**src/rtl/ttcq_pkg.sv**
```systemverilog
// Shared types and constants for the time tagged command queue.
`default_nettype none
package ttcq_pkg;

  // Number of cells in the sorted chain
  localparam int QUEUE_DEPTH = 16;
  localparam int CNT_W       = $clog2(QUEUE_DEPTH + 1);
  localparam int HELD_W      = 5;

  // Item kind on the input side
  localparam logic OP_INSERT = 1'b0;
  localparam logic OP_POLL   = 1'b1;

  // Result codes
  typedef enum logic [1:0] {
    ST_INSERTED = 2'd0,
    ST_FULL     = 2'd1,
    ST_RELEASED = 2'd2,
    ST_NONE_DUE = 2'd3
  } status_t;

  // One stored command
  typedef struct packed {
    logic [15:0] tag;
    logic [7:0]  sub;
    logic [7:0]  svc;
    logic [31:0] due;
  } entry_t;

  // Broadcast to every cell in the chain
  typedef struct packed {
    logic        insert;     // place new entry, shift later ones right
    logic        shift;      // head leaves, everything moves left
    logic [31:0] time_value; // compare value for this item
  } ctrl_t;

endpackage
`default_nettype wire

```
**src/rtl/ttcq_cell.sv**
```systemverilog
// One cell of the sorted chain: holds an entry and moves it to a neighbor.
`default_nettype none
module ttcq_cell (
  input  wire logic            clk,
  input  wire ttcq_pkg::ctrl_t ctrl,
  input  wire logic            occ,         // cell index below the fill count
  input  wire logic            left_le,     // left neighbor stays in place
  input  wire ttcq_pkg::entry_t new_entry,
  input  wire ttcq_pkg::entry_t left_entry,
  input  wire ttcq_pkg::entry_t right_entry,
  output logic                 le,          // occupied and due at or before time
  output ttcq_pkg::entry_t     entry
);
  import ttcq_pkg::*;

  entry_t entry_next;

  // Local compare against the broadcast time
  assign le = occ && (entry.due <= ctrl.time_value);

  // Insert: keep when due earlier or equal, else take new or left neighbor; shift: take right neighbor
  always_comb begin
    entry_next = entry;
    if (ctrl.insert) begin
      if (!le) begin
        entry_next = left_le ? new_entry : left_entry;
      end
    end else if (ctrl.shift) begin
      entry_next = right_entry;
    end
  end

  always_ff @(posedge clk) begin
    entry <= entry_next;
  end

endmodule
`default_nettype wire

```
**src/rtl/time_tagged_command_queue_top.sv**
```systemverilog
// Top level of the time tagged command queue: cell chain, fill count, result register.
// The queue keeps up to QUEUE_DEPTH commands sorted by due second in a chain of cells;
// every cell compares its entry with the item's time in parallel, so an insert or a
// poll is taken every cycle while no result is stalled, and its result is held in the
// output register. Commands with equal due seconds leave in arrival order. A poll
// releases the head entry when it is due at or before the given second, otherwise it
// reports nothing due; an insert into a full queue is dropped with status full. The
// held field gives the entry count after the item (low five bits). Input accepts while
// a result waits as long as the output register is taken in the same cycle.
`default_nettype none
module time_tagged_command_queue_top (
  input  wire logic        clk,
  input  wire logic        rst,
  input  wire logic        s_axis_tvalid,
  output logic             s_axis_tready,
  input  wire logic [63:0] s_axis_tdata,  // time_value[31:0], service[39:32],
                                          // subservice[47:40], tag[63:48]
  input  wire logic [0:0]  s_axis_tuser,  // op[0]
  output logic             m_axis_tvalid,
  input  wire logic        m_axis_tready,
  output logic [39:0]      m_axis_tdata,  // out_service[7:0], out_subservice[15:8],
                                          // out_tag[31:16], held[36:32], zero[39:37]
  output logic [1:0]       m_axis_tuser   // status[1:0]
);
  import ttcq_pkg::*;

  logic             accept;
  logic             is_poll;
  logic             full;
  logic             release_head;
  ctrl_t            ctrl;
  entry_t           new_entry;
  logic [CNT_W-1:0] count;
  logic [CNT_W-1:0] count_next;
  logic [QUEUE_DEPTH-1:0] le;
  entry_t           cell_q [QUEUE_DEPTH];

  status_t          status;
  status_t          status_next;
  logic [7:0]       out_service;
  logic [7:0]       out_subservice;
  logic [15:0]      out_tag;
  logic [HELD_W-1:0] held;

  // Handshake
  assign s_axis_tready = !m_axis_tvalid || m_axis_tready;
  assign accept        = s_axis_tvalid && s_axis_tready;
  assign is_poll       = (s_axis_tuser[0] == OP_POLL);

  assign new_entry.due = s_axis_tdata[31:0];
  assign new_entry.svc = s_axis_tdata[39:32];
  assign new_entry.sub = s_axis_tdata[47:40];
  assign new_entry.tag = s_axis_tdata[63:48];

  // le[0] already includes the non-empty check
  assign full          = (count == CNT_W'(QUEUE_DEPTH));
  assign release_head  = le[0];

  assign ctrl.insert     = accept && !is_poll && !full;
  assign ctrl.shift      = accept && is_poll && release_head;
  assign ctrl.time_value = s_axis_tdata[31:0];

  // Chain of cells
  for (genvar i = 0; i < QUEUE_DEPTH; i++) begin : g_cell
    logic   left_le;
    entry_t left_entry;
    entry_t right_entry;

    if (i == 0) begin : g_first
      assign left_le    = 1'b1;
      assign left_entry = new_entry;
    end else begin : g_mid
      assign left_le    = le[i-1];
      assign left_entry = cell_q[i-1];
    end

    if (i == QUEUE_DEPTH - 1) begin : g_last
      assign right_entry = new_entry;
    end else begin : g_inner
      assign right_entry = cell_q[i+1];
    end

    ttcq_cell u_cell (
      .clk         (clk),
      .ctrl        (ctrl),
      .occ         (CNT_W'(i) < count),
      .left_le     (left_le),
      .new_entry   (new_entry),
      .left_entry  (left_entry),
      .right_entry (right_entry),
      .le          (le[i]),
      .entry       (cell_q[i])
    );
  end

  // Fill count and result code
  always_comb begin
    count_next  = count;
    status_next = ST_NONE_DUE;
    if (!is_poll) begin
      if (full) begin
        status_next = ST_FULL;
      end else begin
        status_next = ST_INSERTED;
        count_next  = count + CNT_W'(1);
      end
    end else if (release_head) begin
      status_next = ST_RELEASED;
      count_next  = count - CNT_W'(1);
    end
  end

  // Control state
  always_ff @(posedge clk) begin
    if (rst) begin
      count         <= '0;
      m_axis_tvalid <= 1'b0;
    end else begin
      if (accept) begin
        count <= count_next;
      end
      if (accept) begin
        m_axis_tvalid <= 1'b1;
      end else if (m_axis_tready) begin
        m_axis_tvalid <= 1'b0;
      end
    end
  end

  // Result payload
  always_ff @(posedge clk) begin
    if (accept) begin
      status <= status_next;
      held   <= HELD_W'(count_next);
      if (status_next == ST_RELEASED) begin
        out_service    <= cell_q[0].svc;
        out_subservice <= cell_q[0].sub;
        out_tag        <= cell_q[0].tag;
      end else begin
        out_service    <= '0;
        out_subservice <= '0;
        out_tag        <= '0;
      end
    end
  end

  assign m_axis_tdata = {3'b000, held, out_tag, out_subservice, out_service};
  assign m_axis_tuser = status;

endmodule
`default_nettype wire

```
**config.mk**
```make
export PLATFORM = sky130hd
export DESIGN_NAME = time_tagged_command_queue_top
export DESIGN_NICKNAME = d
export VERILOG_FILES = /design/src/rtl/ttcq_pkg.sv /design/src/rtl/ttcq_cell.sv /design/src/rtl/time_tagged_command_queue_top.sv
export SDC_FILE = /design/constraint.sdc
export NUM_CORES = 2
export LEC_CHECK = 0
export ABC_AREA = 1
export BUFFER_PORTS_ARGS = -buffer_cell sky130_fd_sc_hd__buf_2
export CAP_MARGIN = 15
export CORE_MARGIN = 2
export CORE_UTILIZATION = 50
export DETAILED_ROUTE_END_ITERATION = 8
export MAX_ROUTING_LAYER = met4
export PLACE_DENSITY = 0.66
export SYNTH_ARGS = -nofsm -noshare
export SYNTH_HDL_FRONTEND = slang
export SYNTH_HIERARCHICAL = 1
export SYNTH_SLANG_ARGS = --single-unit
```
**constraint.sdc**
```tcl
create_clock -name clk -period 6.8 [get_ports clk]
set_input_delay 0.68 -clock clk [delete_from_list [all_inputs] [get_ports clk]]
set_output_delay 0.68 -clock clk [all_outputs]
set_load 0.1 [all_outputs]
```
==> summary.md <==
| Metric | Value |
|---|---|
| Cell area after synthesis | `0.0670 sq mm` |
| First-pass GRT wire length | `346000 um` |
| Hold endpoint | `m_axis_tvalid` |
| DR pass1 iterations | `8` |
| Slew Viols, Final | `0` |
| Failing checks | `design-rule violations` |
| R2R setup slack | `1.64 ns` |
| Die extent in x | `370 um` |
| P_leak | `31.3 nW` |
| Internal power | `0.0132 W` |
| Hold path depth | `2` |
| Initial Util | `0.503` |
| Max-slew headroom at the worst pin | `0.165` |
| H-tree Lvls | `3` |
| F_max | `194 MHz` |
| Fraction of layout cells with a size suffix above 1 | `0.0670` |
| Crit path DAT | `5.77 ns` |
| Post-CTS Repair Setup Buffers | `0` |
| Later-pin clock latency in the skew report | `0.78 ns` |
| P&R area growth vs syn | `8.75%` |
| Fillcell total | `12152` |
| Clock share of power | `0.334` |
| Die area | `0.137 sq mm` |
| Pwr/cell area | `273 mW/mm^2` |
| DRC errors left | `1` |
| Cells after Synth | `8193` |
| Cts repair resizes | `0` |
| Crit path kind | `flop to flop` |
| Critical Path RT | `7.41 ns` |
| Initial drt markers | `8241` |
| Clk buf depth | `3` |
| Worst min path class | `input port to flop` |
| Worst-Margin Slew | `1.25 ns` |
| CTS root buf | `clkbuf_16` |
| GRT Total Usage | `0.338` |
| I/O pins | `113` |
| Final Hold Fails | `0` |
| R2R cell count | `11` |
| # hold bufs at CTS | `0` |
| Critical Path Start Type | `flop` |
| VDD IR max | `0.000230 V` |
| Die Y | `370 um` |
| RSZ-0062 raised after global routing | `false` |
| Hpwl dp | `144000 um` |
| Total CTS buffers | `119` |
| Final min period | `5.16 ns` |
| Final setup violation count | `0` |
| Period utilization | `0.759` |
| Via count | `59907` |
| Comb power frac | `0.223` |
| Post-route clock skew | `0.0510 ns` |
| Sw Ratio | `0.336` |
| CORE AREA | `0.133 sq mm` |
| Min-Delay Startpoint | `rst` |
| Worst R2R Start | `count[1]` |
| Nets | `8685` |
| Vias per cell | `6.01` |
| Clock sink count | `1069` |
| PortBufs | `109` |
| CP Max Fanout | `99` |
| Synth Warn # | `6` |
| Hold_ws | `0.200 ns` |
| Syn_area_per_cell | `8.18 sq um` |
| Cells after DPL | `9747` |
| Final Routed Wirelength | `230000 um` |
| Vias in the first global route | `56971` |
| Non-Filler Instances | `9970` |
| Grt ovf | `0` |
| Status | `complete, but fails checks` |
| Crit Reg-Reg Endpoint | `g_cell[1].u_cell/entry[15]` |
| Setup TNS | `0 ns` |
| Switch Pwr | `0.00669 W` |
| Initial antenna violation count | `5` |
| Final ANT Viol Nets | `0` |
| CTS clk-pin slew, worst paths | `0.06 ns` |
| Per-cell routed wire length | `23.0 um` |
| Max-Cap Viols | `0` |
| GP Congestion | `0.984` |
| Worst setup EP type | `flop` |
| FP Rows | `134` |
| CTS tree | `done` |
| Sequential share of power | `0.444` |
| Largest net degree at the start of global routing | `169` |
| Post-layout util | `0.547` |
-- registers in the layout (all words and copies together), names as in the netlist --
name                 count
held                     5
out_subservice           8
out_service              8
m_axis_tuser             2
g_cell.u_cell/entry   1024
out_tag                 16
count                    5
m_axis_tvalid            1
-- placed cells by master (no fill, tap or decap), types with 100 or more instances in the layout --
| cell | count |
|---|---|
| clkbuf_16 | 120 |
| a21oi_1 | 213 |
| buf_2 | 109 |
| nor2_1 | 1192 |
| buf_4 | 100 |
| o21ai_1 | 332 |
| inv_1 | 683 |
| edfxtp_1 | 1063 |
| ha_1 | 516 |
| o21ai_0 | 1759 |
| nand2_1 | 1724 |
-- power groups by stage --
stage / registers (W) / logic (W) / clock network [W]
after global placement: 0.00892 / 0.00414 / 0
after floorplan: 0.00887 / 0.00261 / 0
after CTS: 0.00880 / 0.00430 / 0.00670
after global routing: 0.00889 / 0.00482 / 0.00693
after detailed placement: 0.00893 / 0.00428 / 0
final: 0.00882 / 0.00443 / 0.00664
-- through the flow --
stage	setup WS, ns	instance area [sq um]	total power [W]
finish	1.64	72900	0.0199
floorplan	1.11	67000	0.0115
detailed placement	1.66	69000	0.0132
global placement	1.71	69000	0.0131
global route	1.52	72900	0.0206
CTS	1.96	72900	0.0198
-- final cells by class --
type / count / area (sq um) / share of cell area
diodes: 2 / 5.00 / 0.0000687
clock buffers: 137 / 3070 / 0.0421
clock inverters: 84 / 848 / 0.0116
inverters: 740 / 2790 / 0.0382
multi-input cells: 5946 / 30300 / 0.416
flip-flops and latches: 1069 / 32000 / 0.440
well taps: 1768 / 2210 / 0.0304
repair buffers: 224 / 1600 / 0.0219
-- critical path: stages (launching register included) --
cell,delay (ns)
dfxtp_1,0.56
inv_1,0.23
ha_1,0.23
nand2_1,0.06
inv_1,0.05
nand2_1,0.08
nand2_2,0.11
nor2_4,0.91
buf_4,0.93
buf_4,0.80
o21ai_0,0.59
o21ai_1,0.26
-- metal layers --
layer	vias to the layer above	GRT usage	share of wire
li1	27454	-	-
met1	28338	0.456	0.41
met2	3616	0.510	0.44
met3	499	0.0562	0.11
met4	0	0.134	0.042
met5	-	-	0
-- worst max-delay path by stage --
stage	from	to	cells past startpoint
floorplan	m_axis_tvalid	g_cell[0].u_cell/entry[0]	8
global placement	s_axis_tdata[25]	g_cell[2].u_cell/entry[4]	16
detailed placement	s_axis_tdata[25]	g_cell[2].u_cell/entry[51]	16
CTS	count[1]	g_cell[1].u_cell/entry[15]	11
global route	count[1]	g_cell[1].u_cell/entry[15]	11
finish	count[1]	g_cell[1].u_cell/entry[15]	11
(Power assumes the default switching activity.)
